`src/pds_pkg.sv`:
```
// pll divider search package
// shared constants, config register map and config struct
// no dependencies
package pds_pkg;

  localparam int REF_W  = 27;
  localparam int ML_W   = 7;
  localparam int NL_W   = 9;
  localparam int PL_W   = 3;
  localparam int TGT_W  = 31;
  localparam int ADDR_W = 4;
  localparam int DATA_W = 32;

  localparam int M_BITS_DEF = 6;
  localparam int N_BITS_DEF = 8;
  localparam int P_BITS_DEF = 2;

  localparam logic [REF_W-1:0] REF_RST = REF_W'(14318180);
  localparam logic [ML_W-1:0]  ML_RST  = ML_W'(64);
  localparam logic [NL_W-1:0]  NL_RST  = NL_W'(256);
  localparam logic [PL_W-1:0]  PL_RST  = PL_W'(4);

  localparam logic [1:0] REG_REF = 2'd0;
  localparam logic [1:0] REG_ML  = 2'd1;
  localparam logic [1:0] REG_NL  = 2'd2;
  localparam logic [1:0] REG_PL  = 2'd3;

  typedef struct packed {
    logic [REF_W-1:0] ref_freq;
    logic [ML_W-1:0]  m_limit;
    logic [NL_W-1:0]  n_limit;
    logic [PL_W-1:0]  p_limit;
  } cfg_t;

endpackage

```
`src/pds_regs.sv`:
```
// apb config registers of the pll divider search
// depends on pds_pkg
module pds_regs (
  input  logic                      clk,
  input  logic                      rst_n,
  input  logic                      psel,
  input  logic                      penable,
  input  logic                      pwrite,
  input  logic [pds_pkg::ADDR_W-1:0] paddr,
  input  logic [pds_pkg::DATA_W-1:0] pwdata,
  output logic [pds_pkg::DATA_W-1:0] prdata,
  output logic                      pready,
  output pds_pkg::cfg_t             cfg
);
  import pds_pkg::*;

  cfg_t       cfg_r;
  logic       wr_en;
  logic [1:0] idx;

  assign pready = 1'b1;
  assign wr_en  = psel && penable && pwrite;
  assign idx    = paddr[3:2];
  assign cfg    = cfg_r;

  always_ff @(posedge clk) begin
    if (!rst_n) begin
      cfg_r.ref_freq <= REF_RST;
      cfg_r.m_limit  <= ML_RST;
      cfg_r.n_limit  <= NL_RST;
      cfg_r.p_limit  <= PL_RST;
    end else if (wr_en) begin
      case (idx)
        REG_REF: cfg_r.ref_freq <= pwdata[REF_W-1:0];
        REG_ML:  cfg_r.m_limit  <= pwdata[ML_W-1:0];
        REG_NL:  cfg_r.n_limit  <= pwdata[NL_W-1:0];
        REG_PL:  cfg_r.p_limit  <= pwdata[PL_W-1:0];
        default: ;
      endcase
    end
  end

  always_comb begin
    case (idx)
      REG_REF: prdata = DATA_W'(cfg_r.ref_freq);
      REG_ML:  prdata = DATA_W'(cfg_r.m_limit);
      REG_NL:  prdata = DATA_W'(cfg_r.n_limit);
      REG_PL:  prdata = DATA_W'(cfg_r.p_limit);
      default: prdata = '0;
    endcase
  end

endmodule

```
`src/pds_div.sv`:
```
// shared restoring divider, one quotient bit per cycle
// no dependencies
module pds_div #(
  parameter int PW = 36,
  parameter int DV = 7
) (
  input  logic          clk,
  input  logic          rst_n,
  input  logic          start,
  input  logic [PW-1:0] dividend,
  input  logic [DV-1:0] divisor,
  output logic          done,
  output logic [PW-1:0] quot
);
  localparam int CW = $clog2(PW);

  logic          busy_r;
  logic          done_r;
  logic [CW-1:0] cnt_r;
  logic [PW-1:0] q_r;
  logic [DV-1:0] rem_r;
  logic [DV-1:0] dvs_r;
  logic [DV:0]   trial;
  logic          ge;
  logic [DV-1:0] rem_nxt;

  assign trial   = {rem_r, q_r[PW-1]};
  assign ge      = trial >= {1'b0, dvs_r};
  assign rem_nxt = ge ? DV'(trial - {1'b0, dvs_r}) : trial[DV-1:0];
  assign done    = done_r;
  assign quot    = q_r;

  always_ff @(posedge clk) begin
    if (!rst_n) begin
      busy_r <= 1'b0;
      done_r <= 1'b0;
      cnt_r  <= '0;
    end else begin
      done_r <= 1'b0;
      if (start) begin
        busy_r <= 1'b1;
        cnt_r  <= '0;
      end else if (busy_r) begin
        cnt_r <= cnt_r + 1'b1;
        if (cnt_r == CW'(PW - 1)) begin
          busy_r <= 1'b0;
          done_r <= 1'b1;
        end
      end
    end
  end

  always_ff @(posedge clk) begin
    if (start) begin
      q_r   <= dividend;
      rem_r <= '0;
      dvs_r <= divisor;
    end else if (busy_r) begin
      q_r   <= {q_r[PW-2:0], ge};
      rem_r <= rem_nxt;
    end
  end

endmodule

```
`src/pds_ctrl.sv`:
```
// search sequencer: m/n/p loop counters, multiply, divider control, best tracking
// depends on pds_pkg; drives the shared pds_div
module pds_ctrl #(
  parameter int M_BITS = pds_pkg::M_BITS_DEF,
  parameter int N_BITS = pds_pkg::N_BITS_DEF,
  parameter int P_BITS = pds_pkg::P_BITS_DEF,
  parameter int PW     = pds_pkg::REF_W + N_BITS + 1,
  parameter int DV     = M_BITS + 1
) (
  input  logic                     clk,
  input  logic                     rst_n,
  input  pds_pkg::cfg_t            cfg,
  input  logic                     in_valid,
  output logic                     in_ready,
  input  logic [pds_pkg::TGT_W-1:0] in_target_freq,
  output logic                     out_valid,
  input  logic                     out_ready,
  output logic [M_BITS-1:0]        out_best_m,
  output logic [N_BITS-1:0]        out_best_n,
  output logic [P_BITS-1:0]        out_best_p,
  output logic [pds_pkg::TGT_W-1:0] out_best_error,
  output logic                     out_found,
  output logic                     div_start,
  output logic [PW-1:0]            div_dividend,
  output logic [DV-1:0]            div_divisor,
  input  logic                     div_done,
  input  logic [PW-1:0]            div_quot
);
  import pds_pkg::*;

  localparam logic [2:0] S_IDLE  = 3'd0;
  localparam logic [2:0] S_MUL   = 3'd1;
  localparam logic [2:0] S_START = 3'd2;
  localparam logic [2:0] S_DIV   = 3'd3;
  localparam logic [2:0] S_PSCAN = 3'd4;
  localparam logic [2:0] S_FIN   = 3'd5;

  localparam int MCAP = 1 << M_BITS;
  localparam int NCAP = 1 << N_BITS;
  localparam int PCAP = 1 << P_BITS;
  localparam int EW   = ((PW > TGT_W) ? PW : TGT_W) + 1;

  logic [2:0]         state_r;
  logic [2:0]         state_nxt;
  logic [REF_W-1:0]   ref_r;
  logic [TGT_W-1:0]   tgt_r;
  logic [M_BITS:0]    mlim_r;
  logic [N_BITS:0]    nlim_r;
  logic [P_BITS:0]    plim_r;
  logic [M_BITS:0]    mlim;
  logic [N_BITS:0]    nlim;
  logic [P_BITS:0]    plim;
  logic [M_BITS-1:0]  m_r;
  logic [N_BITS-1:0]  n_r;
  logic [P_BITS-1:0]  p_r;
  logic [PW-1:0]      prod_r;
  logic [PW-1:0]      f_r;
  logic [TGT_W-1:0]   best_r;
  logic [M_BITS-1:0]  bm_r;
  logic [N_BITS-1:0]  bn_r;
  logic [P_BITS-1:0]  bp_r;
  logic               found_r;
  logic               out_valid_r;
  logic [M_BITS-1:0]  om_r;
  logic [N_BITS-1:0]  on_r;
  logic [P_BITS-1:0]  op_r;
  logic [TGT_W-1:0]   oerr_r;
  logic               ofound_r;
  logic [N_BITS:0]    nop;
  logic [PW-1:0]      fo;
  logic [EW-1:0]      diff;
  logic [EW-1:0]      mag;
  logic               better;
  logic               p_last;
  logic               n_last;
  logic               m_last;
  logic               empty;
  logic               accept;
  logic               out_free;

  assign mlim = (int'(cfg.m_limit) > MCAP) ? (M_BITS+1)'(MCAP) : (M_BITS+1)'(cfg.m_limit);
  assign nlim = (int'(cfg.n_limit) > NCAP) ? (N_BITS+1)'(NCAP) : (N_BITS+1)'(cfg.n_limit);
  assign plim = (int'(cfg.p_limit) > PCAP) ? (P_BITS+1)'(PCAP) : (P_BITS+1)'(cfg.p_limit);
  assign empty = (mlim < (M_BITS+1)'(2)) || (nlim < (N_BITS+1)'(2)) ||
                 (plim == '0);

  assign in_ready = (state_r == S_IDLE);
  assign accept   = in_valid && in_ready;
  assign out_free = !out_valid_r || out_ready;

  assign nop          = (N_BITS+1)'(n_r) + (N_BITS+1)'(2);
  assign div_start    = (state_r == S_START);
  assign div_dividend = prod_r;
  assign div_divisor  = DV'(m_r) + DV'(2);

  assign fo     = f_r >> p_r;
  assign diff   = EW'(tgt_r) - EW'(fo);
  assign mag    = diff[EW-1] ? EW'(-diff) : diff;
  assign better = mag < EW'(best_r);

  assign p_last = ((P_BITS+1)'(p_r) + 1'b1) == plim_r;
  assign n_last = ((N_BITS+1)'(n_r) + 1'b1) == nlim_r;
  assign m_last = ((M_BITS+1)'(m_r) + 1'b1) == mlim_r;

  always_comb begin
    state_nxt = state_r;
    case (state_r)
      S_IDLE:  if (accept) state_nxt = empty ? S_FIN : S_MUL;
      S_MUL:   state_nxt = S_START;
      S_START: state_nxt = S_DIV;
      S_DIV:   if (div_done) state_nxt = S_PSCAN;
      S_PSCAN: begin
        if (p_last) state_nxt = (n_last && m_last) ? S_FIN : S_MUL;
      end
      S_FIN:   if (out_free) state_nxt = S_IDLE;
      default: state_nxt = S_IDLE;
    endcase
  end

  always_ff @(posedge clk) begin
    if (!rst_n) begin
      state_r     <= S_IDLE;
      out_valid_r <= 1'b0;
    end else begin
      state_r <= state_nxt;
      if (state_r == S_FIN && out_free) begin
        out_valid_r <= 1'b1;
      end else if (out_ready) begin
        out_valid_r <= 1'b0;
      end
    end
  end

  always_ff @(posedge clk) begin
    case (state_r)
      S_IDLE: begin
        if (accept) begin
          ref_r   <= cfg.ref_freq;
          tgt_r   <= in_target_freq;
          mlim_r  <= mlim;
          nlim_r  <= nlim;
          plim_r  <= plim;
          m_r     <= M_BITS'(1);
          n_r     <= N_BITS'(1);
          best_r  <= in_target_freq;
          bm_r    <= '0;
          bn_r    <= '0;
          bp_r    <= '0;
          found_r <= 1'b0;
        end
      end
      S_MUL: prod_r <= PW'(ref_r) * PW'(nop);
      S_DIV: begin
        if (div_done) begin
          f_r <= div_quot;
          p_r <= '0;
        end
      end
      S_PSCAN: begin
        if (better) begin
          best_r  <= mag[TGT_W-1:0];
          bm_r    <= m_r;
          bn_r    <= n_r;
          bp_r    <= p_r;
          found_r <= 1'b1;
        end
        p_r <= p_r + 1'b1;
        if (p_last) begin
          if (n_last) begin
            n_r <= N_BITS'(1);
            m_r <= m_r + 1'b1;
          end else begin
            n_r <= n_r + 1'b1;
          end
        end
      end
      S_FIN: begin
        if (out_free) begin
          om_r     <= bm_r;
          on_r     <= bn_r;
          op_r     <= bp_r;
          oerr_r   <= best_r;
          ofound_r <= found_r;
        end
      end
      default: ;
    endcase
  end

  assign out_valid      = out_valid_r;
  assign out_best_m     = om_r;
  assign out_best_n     = on_r;
  assign out_best_p     = op_r;
  assign out_best_error = oerr_r;
  assign out_found      = ofound_r;

  a_p_range: assert property (@(posedge clk) disable iff (!rst_n)
    state_r == S_PSCAN |-> (P_BITS+1)'(p_r) < plim_r)
    else $error("p index beyond limit");

  a_best_bound: assert property (@(posedge clk) disable iff (!rst_n)
    state_r == S_PSCAN |-> best_r <= tgt_r)
    else $error("best error above target");

  a_no_found_zero: assert property (@(posedge clk) disable iff (!rst_n)
    (state_r == S_PSCAN && !found_r) |-> (bm_r == '0 && bn_r == '0 && bp_r == '0))
    else $error("setting kept without a find");

  a_done_in_div: assert property (@(posedge clk) disable iff (!rst_n)
    div_done |-> state_r == S_DIV)
    else $error("divider done outside wait");

  a_out_load: assert property (@(posedge clk) disable iff (!rst_n)
    (state_r == S_FIN && out_free) |=> out_valid_r && state_r == S_IDLE)
    else $error("result word not posted");

endmodule

```
`src/pll_divider_search_top.sv`:
```
// pll divider search top level
// depends on pds_pkg, pds_regs, pds_div, pds_ctrl
//
// channel  | ports                               | direction
// in       | in_valid/in_ready, in_target_freq   | word in, one target per word
// out      | out_valid/out_ready, out_best_*     | word out, one result per word
// cfg      | psel/penable/pwrite/paddr/pwdata    | apb register access
//
// the shared divider runs once per m/n pair on a PW-bit dividend, PW = 27+N_BITS+1
// (36 at defaults), so the search time per word is set mostly by the shared divider
// in_ready is high only while the sequencer is idle
// the result register lets a new word in while the last result waits
// rst_n is synchronous; limits and reference are sampled when a word is taken
module pll_divider_search_top #(
  parameter int M_BITS = pds_pkg::M_BITS_DEF,
  parameter int N_BITS = pds_pkg::N_BITS_DEF,
  parameter int P_BITS = pds_pkg::P_BITS_DEF
) (
  input  logic                      clk,
  input  logic                      rst_n,
  input  logic                      psel,
  input  logic                      penable,
  input  logic                      pwrite,
  input  logic [pds_pkg::ADDR_W-1:0] paddr,
  input  logic [pds_pkg::DATA_W-1:0] pwdata,
  output logic [pds_pkg::DATA_W-1:0] prdata,
  output logic                      pready,
  input  logic                      in_valid,
  output logic                      in_ready,
  input  logic [pds_pkg::TGT_W-1:0]  in_target_freq,
  output logic                      out_valid,
  input  logic                      out_ready,
  output logic [M_BITS-1:0]         out_best_m,
  output logic [N_BITS-1:0]         out_best_n,
  output logic [P_BITS-1:0]         out_best_p,
  output logic [pds_pkg::TGT_W-1:0]  out_best_error,
  output logic                      out_found
);
  import pds_pkg::*;

  localparam int PW = REF_W + N_BITS + 1;
  localparam int DV = M_BITS + 1;

  cfg_t          cfg;
  logic          div_start;
  logic [PW-1:0] div_dividend;
  logic [DV-1:0] div_divisor;
  logic          div_done;
  logic [PW-1:0] div_quot;

  pds_regs u_regs (
    .clk     (clk),
    .rst_n   (rst_n),
    .psel    (psel),
    .penable (penable),
    .pwrite  (pwrite),
    .paddr   (paddr),
    .pwdata  (pwdata),
    .prdata  (prdata),
    .pready  (pready),
    .cfg     (cfg)
  );

  pds_div #(
    .PW (PW),
    .DV (DV)
  ) u_div (
    .clk      (clk),
    .rst_n    (rst_n),
    .start    (div_start),
    .dividend (div_dividend),
    .divisor  (div_divisor),
    .done     (div_done),
    .quot     (div_quot)
  );

  pds_ctrl #(
    .M_BITS (M_BITS),
    .N_BITS (N_BITS),
    .P_BITS (P_BITS),
    .PW     (PW),
    .DV     (DV)
  ) u_ctrl (
    .clk            (clk),
    .rst_n          (rst_n),
    .cfg            (cfg),
    .in_valid       (in_valid),
    .in_ready       (in_ready),
    .in_target_freq (in_target_freq),
    .out_valid      (out_valid),
    .out_ready      (out_ready),
    .out_best_m     (out_best_m),
    .out_best_n     (out_best_n),
    .out_best_p     (out_best_p),
    .out_best_error (out_best_error),
    .out_found      (out_found),
    .div_start      (div_start),
    .div_dividend   (div_dividend),
    .div_divisor    (div_divisor),
    .div_done       (div_done),
    .div_quot       (div_quot)
  );

endmodule

```
`config.mk`:
```
export PLATFORM = sky130hd
export DESIGN_NAME = pll_divider_search_top
export DESIGN_NICKNAME = d
export VERILOG_FILES = /design/src/pds_pkg.sv /design/src/pds_regs.sv /design/src/pds_div.sv /design/src/pds_ctrl.sv /design/src/pll_divider_search_top.sv
export SDC_FILE = /design/constraint.sdc
export NUM_CORES = 1
export LEC_CHECK = 0
export BUFFER_PORTS_ARGS = -buffer_cell sky130_fd_sc_hd__buf_2
export CAP_MARGIN = 10
export CORE_MARGIN = 2
export CORE_UTILIZATION = 45
export CTS_BUF_LIST = sky130_fd_sc_hd__clkbuf_4 sky130_fd_sc_hd__clkbuf_8 sky130_fd_sc_hd__clkbuf_16
export CTS_CLUSTER_DIAMETER = 200
export DETAILED_ROUTE_END_ITERATION = 8
export RECOVER_POWER = 50
export SYNTH_ARGS = -nofsm -noshare
export SYNTH_HDL_FRONTEND = slang
export SYNTH_SLANG_ARGS = --single-unit
```
`constraint.sdc`:
```
create_clock -name clk -period 14.3 [get_ports clk]
set_input_delay 0.715 -clock clk [delete_from_list [all_inputs] [get_ports clk]]
set_output_delay 0.715 -clock clk [all_outputs]
set_load 0.01 [all_outputs]
```
-- Word level (Yosys, flattened, before mapping)
Cells that the tools add are included.
- register bits after elaboration: 369
- logic and storage cells: 149
- bits of input ports: 74
- bitwise logic cells: 2
- shift operators: 1
- mux-type cells: 46
- equality and inequality tests: 18
- add/sub/neg operators: 12
- reduce and logical (&&, ||, !) cells: 30
- magnitude comparators: 7
- multipliers: 1
- operator list (kind ; number):
    32-bit case mux with 4 select lines ; 1
    36-bit 2-to-1 mux ; 2
    31-bit 2-to-1 mux ; 2
    31-bit case mux with 2 select lines ; 1
    8-bit 2-to-1 mux ; 5
    37-bit by 31-bit less-than comparator with 1-bit output ; 1
    37-bit 2-to-1 mux ; 1
    37-bit negation ; 1
    31-bit by 36-bit subtractor with 37-bit output ; 1
    27-bit by 9-bit multiplier with 36-bit output ; 1
    36-bit by 2-bit right shift with 36-bit output ; 1
    8-bit case mux with 2 select lines ; 2
    6-bit 2-to-1 mux ; 5
    6-bit case mux with 2 select lines ; 2
    3-bit 2-to-1 mux ; 7
    3-bit case mux with 6 select lines ; 1
    2-bit AND reduction ; 8
    7-bit 2-to-1 mux ; 2
    6-bit by 1-bit adder with 6-bit output (second input constant) ; 2
    8-bit by 1-bit adder with 9-bit output (second input constant) ; 1
    8-bit by 2-bit adder with 9-bit output (second input constant) ; 1
    9-bit equality test ; 1
    9-bit greater-than comparator (second input constant) ; 1
    9-bit by 2-bit less-than comparator with 1-bit output (second input constant) ; 1
    other kinds (36) ; 66

-- Longest topological paths before layout
- depth after elaboration: 8
- gate-level depth with buffers: 31

-- By module
A second synthesis with hierarchy kept.
- cells, all modules: 2498
- area total of the unflattened synthesis: 26404.1 um^2
- modules (own cells, without submodules) (module ; area an instance (um^2) ; instances ; cells an instance):
    pds_ctrl ; 21366.7 ; 1 ; 2037
    pds_div ; 2845.2 ; 1 ; 217
    pds_regs ; 2192.1 ; 1 ; 244

-- Worst setup path after synthesis
Ideal clock, no wire load.
- path type: reg2reg
- start: register u_ctrl.p_r[0]
- end: register u_ctrl.best_r[0] (enable)
- path slack: 6.346 ns
- buffers on the path: 4
- setup time: 0.409 ns
- period minus slack after synthesis: 7.954 ns
- arrival time: 7.545 ns
- required time: 13.891 ns
- stages on the path, launching flop included: 30
- cell sequence: edfxtp_1 > buf_1 > clkbuf_1 > clkbuf_1 > o21ai_0 > ha_1 > fa_1 > nand2b_1 > a21oi_1 > o211ai_1 > nand3_1 > o211ai_1 > nor3b_1 > nor2_1 > o21a_1 > clkbuf_1 > a21oi_1 > xor2_1 > ha_1 > a21o_1 > a21o_1 > a21oi_1 > o21ai_0 > a21o_1 > a221o_1 > a31oi_1 > o31ai_1 > a31oi_1 > o211a_1 > a31o_1
- longest elaborated chain between the ends: 7
- ends and longest elaborated chain (what ; RTL line ; text):
    start: declaration ; pds_ctrl.sv:55 ; logic [P_BITS-1:0] p_r;
    start signal: assignment ; pds_ctrl.sv:167 ; p_r <= p_r + 1'b1;
    36-bit by 2-bit right shift with 36-bit output * ; pds_ctrl.sv:96 ; assign fo = f_r >> p_r;
    31-bit by 36-bit subtractor with 37-bit output * ; pds_ctrl.sv:97 ; assign diff = EW'(tgt_r) - EW'(fo);
    37-bit negation ; pds_ctrl.sv:98 ; assign mag = diff[EW-1] ? EW'(-diff) : diff;
    37-bit 2-to-1 mux * ; pds_ctrl.sv:98 ;
    37-bit by 31-bit less-than comparator with 1-bit output * ; pds_ctrl.sv:99 ; assign better = mag < EW'(best_r);
    2-bit by 1-bit inequality test with 1-bit output (no line) * ; - ;
    3-bit AND reduction (no line) * ; - ;
    end signal: assignment ; pds_ctrl.sv:145 ; best_r <= in_target_freq;
    end signal: assignment ; pds_ctrl.sv:161 ; best_r <= mag[TGT_W-1:0];
    end: declaration ; pds_ctrl.sv:58 ; logic [TGT_W-1:0] best_r;
Every way passes the cells marked *; elsewhere a longest branch is shown, timed or not.
A chain may end at the register's enable or synchronous reset.

-- Final worst setup path
- start: register u_ctrl.p_r[0]
- end: register u_ctrl.best_r[16] (enable)
Same word-level chain as after synthesis.

==> impl_results.md <==
* Synth Flop Type: edfxtp_1
* Die X at 243 um
* Final Cell Area at about 28,000 um2
* Critical path fanouts, max at 48
* Pin count of the biggest net entering global routing at 53
* Synth Area in Simple Gates at 0.176
* Met3 Track Usage GR at 0.0307
* Tcrit/Tclk final at 0.679
* Worst r2r src: u_ctrl.p_r[0]
* First-pass GRT wire length at roughly 94,000 um
* FF+latch count, synth at 369
* # port buffers at around 140
* Vias in the first global route at 18,200
* Pwr per Cell Area at 219 nW/um2
* Dpl hpwl at ~44,000 um
* Setup bufs post-CTS at 0
* Post-Syn Area at 25,700 um2
* Layout Cells excl Fill at 3,360
* Synth warn at 0
* Setup TNS at 0 ns
* Largest family of logic cells by synthesized area: adder cells
* Mux contribution to synthesized area at 0.0432
* DP Area at between 20,000 and 30,000 um2
* Row count at 87
* Arr. time, crit path at 9.90 ns
* Hold_ws at 0.320 ns
* CP Capture Point: u_ctrl.best_r[16]
* CTS H-Tree Depth at 2
* Via count at 17,600
* Post-Synth XOR/XNOR Area at 0.0422
* Final antenna-violating net count at 0
* Clk sinks at 369
* Grt met1 use at 0.245
* Layout area overhead at 10.5%
* Hold Crit Class: input port to flop
* Root Driver: clkbuf_16
* Max-cap violations at 7
* Fraction of registers with async set or reset after synthesis at 0
* Io pins at 157
* Clock latency on the worst-skew pair at 0.59 ns
* CORE AREA at 56,500 um2
* Post_cts resized at 0
* Final #Nets at 2,957
* CTS Buf Count at 41
* Final Wtd Congestion at slightly below 0.9
* Avg Inst Size Synth at ~10 um2
* Compound-cell area share of the yosys netlist at 0.0791
* Max Slew Vio Count at 272
* Sequential area share after synthesis at 0.405
* RSZ-0062 raised after global routing: false
* Peak VDD IR at around 160 uV
* R2R setup slack at 4.60 ns
* All-Layer GR Usage at 0.197
* Layout cells sized above 1 at 0.0837
* CTS tree: done
* Die Y at 243 um
* Slew HR at -0.671
* Clock Pin Slew Worst Setup and Hold Paths at 0.06 ns
* Post-synth cell types at 90
* Max Root-Sink Buffers at 3
* CP startpoint kind: flop
* Initial antenna violation count at 0
* Via density at 5.23
* Crit path time final at 9.70 ns
* # diodes at 0
* Placed cell count at 3,286
* Number of flops mapped to enable cells by yosys at 304
* Worst Tran Pin Value at 2.51 ns
* Crit-path slowest cell: clkbuf_1
* Req. time, crit path at 14.49 ns
* Worst Clk Skew at 0.0274 ns
* Outcome: complete, but fails checks
* Remaining routing DRC violations at 0
* Grt total ovfl at 0
* Crit. Startpoint: u_ctrl.p_r[0]
* Crit-path max cell delay at 1.79 ns
* Crit Path Class: flop to flop
* Met2 Use GR at 0.349
* Synth Instances at 2,480
* Fmax at 103 MHz
* DR iter-0 viols at 749
* Fin. Hold Viols at 0
* GRT busiest layer: met2
* Starting Density at 0.455
* DR pass1 iterations at 5
* Worst flop-to-flop path endpoint: u_ctrl.best_r[16]
* Adder-cell area share of the yosys netlist at 0.202
* Wire per inst at 17.2 um
* Cts hold-fix bufs at 0
* Pleak at 11.9 nW
* Failing checks: capacitance limit, slew limit
* Routed WL at 57,800 um
* Final setup viols at 0
* Die Area at 59,100 um2
* CP endpoint kind: flop
* Worst R2R Path Depth at 28
## worst min path at each step
stage / from / end / depth (start not counted)
CTS: in_target_freq[26] / u_ctrl.tgt_r[26] / 1
floorplan: u_ctrl.bm_r[0] / u_ctrl.out_best_m[0] / 0
detailed placement: u_ctrl.bm_r[4] / u_ctrl.out_best_m[4] / 0
global route: in_target_freq[5] / u_ctrl.tgt_r[5] / 1
global placement: u_ctrl.found_r / u_ctrl.out_found / 0
finish: in_target_freq[5] / u_ctrl.tgt_r[5] / 1
## power by group
part | switching, mW | leakage, nW | total (mW) | internal, mW
sequential | 0.0694 | 3.33 | 1.56 | 1.49
combinational | 2.05 | 7.89 | 3.58 | 1.53
clock | 0.456 | 0.668 | 1.08 | 0.627
## synth_stat cells, types with 5 or more instances
| library cell | number | area share |
|---|---|---|
| a211oi_1 | 10 | 0.0029 |
| a21boi_0 | 18 | 0.0053 |
| a21o_1 | 27 | 0.0079 |
| a21oi_1 | 91 | 0.018 |
| a31oi_1 | 9 | 0.0022 |
| and2_1 | 69 | 0.017 |
| and3_1 | 28 | 0.0068 |
| buf_1 | 25 | 0.0036 |
| buf_4 | 6 | 0.0018 |
| clkbuf_1 | 88 | 0.013 |
| dfxtp_1 | 65 | 0.051 |
| edfxtp_1 | 304 | 0.35 |
| fa_1 | 178 | 0.14 |
| ha_1 | 131 | 0.064 |
| inv_1 | 226 | 0.033 |
| mux2_2 | 10 | 0.0044 |
| mux2i_1 | 39 | 0.015 |
| mux4_2 | 27 | 0.024 |
| nand2_1 | 419 | 0.061 |
| nand2b_1 | 45 | 0.011 |
| nand3_1 | 45 | 0.0088 |
| nand3b_1 | 6 | 0.0018 |
| nand4_1 | 19 | 0.0046 |
| nor2_1 | 130 | 0.019 |
| nor2b_1 | 101 | 0.025 |
| nor3_1 | 31 | 0.0060 |
| o211ai_1 | 9 | 0.0026 |
| o21a_1 | 15 | 0.0044 |
| o21ai_0 | 62 | 0.012 |
| o21bai_1 | 5 | 0.0015 |
| o31a_1 | 6 | 0.0020 |
| o31ai_1 | 5 | 0.0015 |
| or2_2 | 8 | 0.0019 |
| or3_1 | 7 | 0.0017 |
| xnor2_1 | 69 | 0.023 |
| xor2_1 | 55 | 0.019 |
## sequential cells by signal, summed over array words and instances (netlist names), 8 cells and up
register and count:
u_ctrl.n_r 8, u_ctrl.tgt_r 31, u_ctrl.ref_r 27, u_div.quot 36, u_ctrl.bn_r 8, u_ctrl.out_best_n 8, u_ctrl.f_r 36, u_ctrl.nlim_r 9
u_ctrl.div_dividend 36, u_regs.cfg 46, u_ctrl.out_best_error 31, u_ctrl.best_r 31
## worst max-delay path: cells and delay by family, from the launching register on
kind | cells | cell delay (ns)
simple gates | 4 | 0.83
flops | 1 | 0.35
xor+xnor | 1 | 0.22
buf+inv | 3 | 2.64
compound gates | 17 | 4.11
fa+ha+maj | 3 | 1.09
## routing by layer
layer / vias up / part of all wire
met5: - / 0
met3: 92 / 0.041
met4: 0 / 0.029
met1: 8578 / 0.43
met2: 332 / 0.50
li1: 8561 / -
## cell type report
class / count / area, um2
Clock buffer: 47 / 1100
Clock inverter: 26 / 284
Multi-Input combinational cell: 1765 / 14000
Fill cell: 5171 / 28100
Timing Repair Buffer: 168 / 782
Inverter: 229 / 860
Tap cell: 756 / 946
Sequential cell: 369 / 10400
## placed cells by master, fill, tap and decap left out, drive strengths merged, types with 39 or more instances in the layout
cell / Yosys / layout
a21oi: 91 / 91
and2: 70 / 70
buf: 33 / 87
clkbuf: 88 / 128
dfxtp: 65 / 65
edfxtp: 304 / 304
fa: 178 / 178
ha: 131 / 131
inv: 226 / 227
mux2i: 39 / 39
nand2: 419 / 419
nand2b: 45 / 45
nand3: 45 / 45
nor2: 130 / 130
nor2b: 101 / 101
o21ai: 65 / 65
xnor2: 69 / 69
xor2: 55 / 55
## per-stage QoR
stage          worst slack (ns)   util  total power [mW]
2_1_floorplan              6.35      -              4.30
3_3_place_gp               5.68  0.481              5.06
3_5_place_dp               5.59  0.481              5.14
4_1_cts                    5.54  0.505              6.26
5_1_grt                    3.81  0.503              6.79
6_report                   4.60  0.503              6.22
## logic make-up after synthesis
logic type	Yosys count
compound gates	310
flops	369
buf+inv	350
mux	76
simple gates	940
xor+xnor	124
other cells	2
fa+ha+maj	309
(Power assumes the default switching activity.)
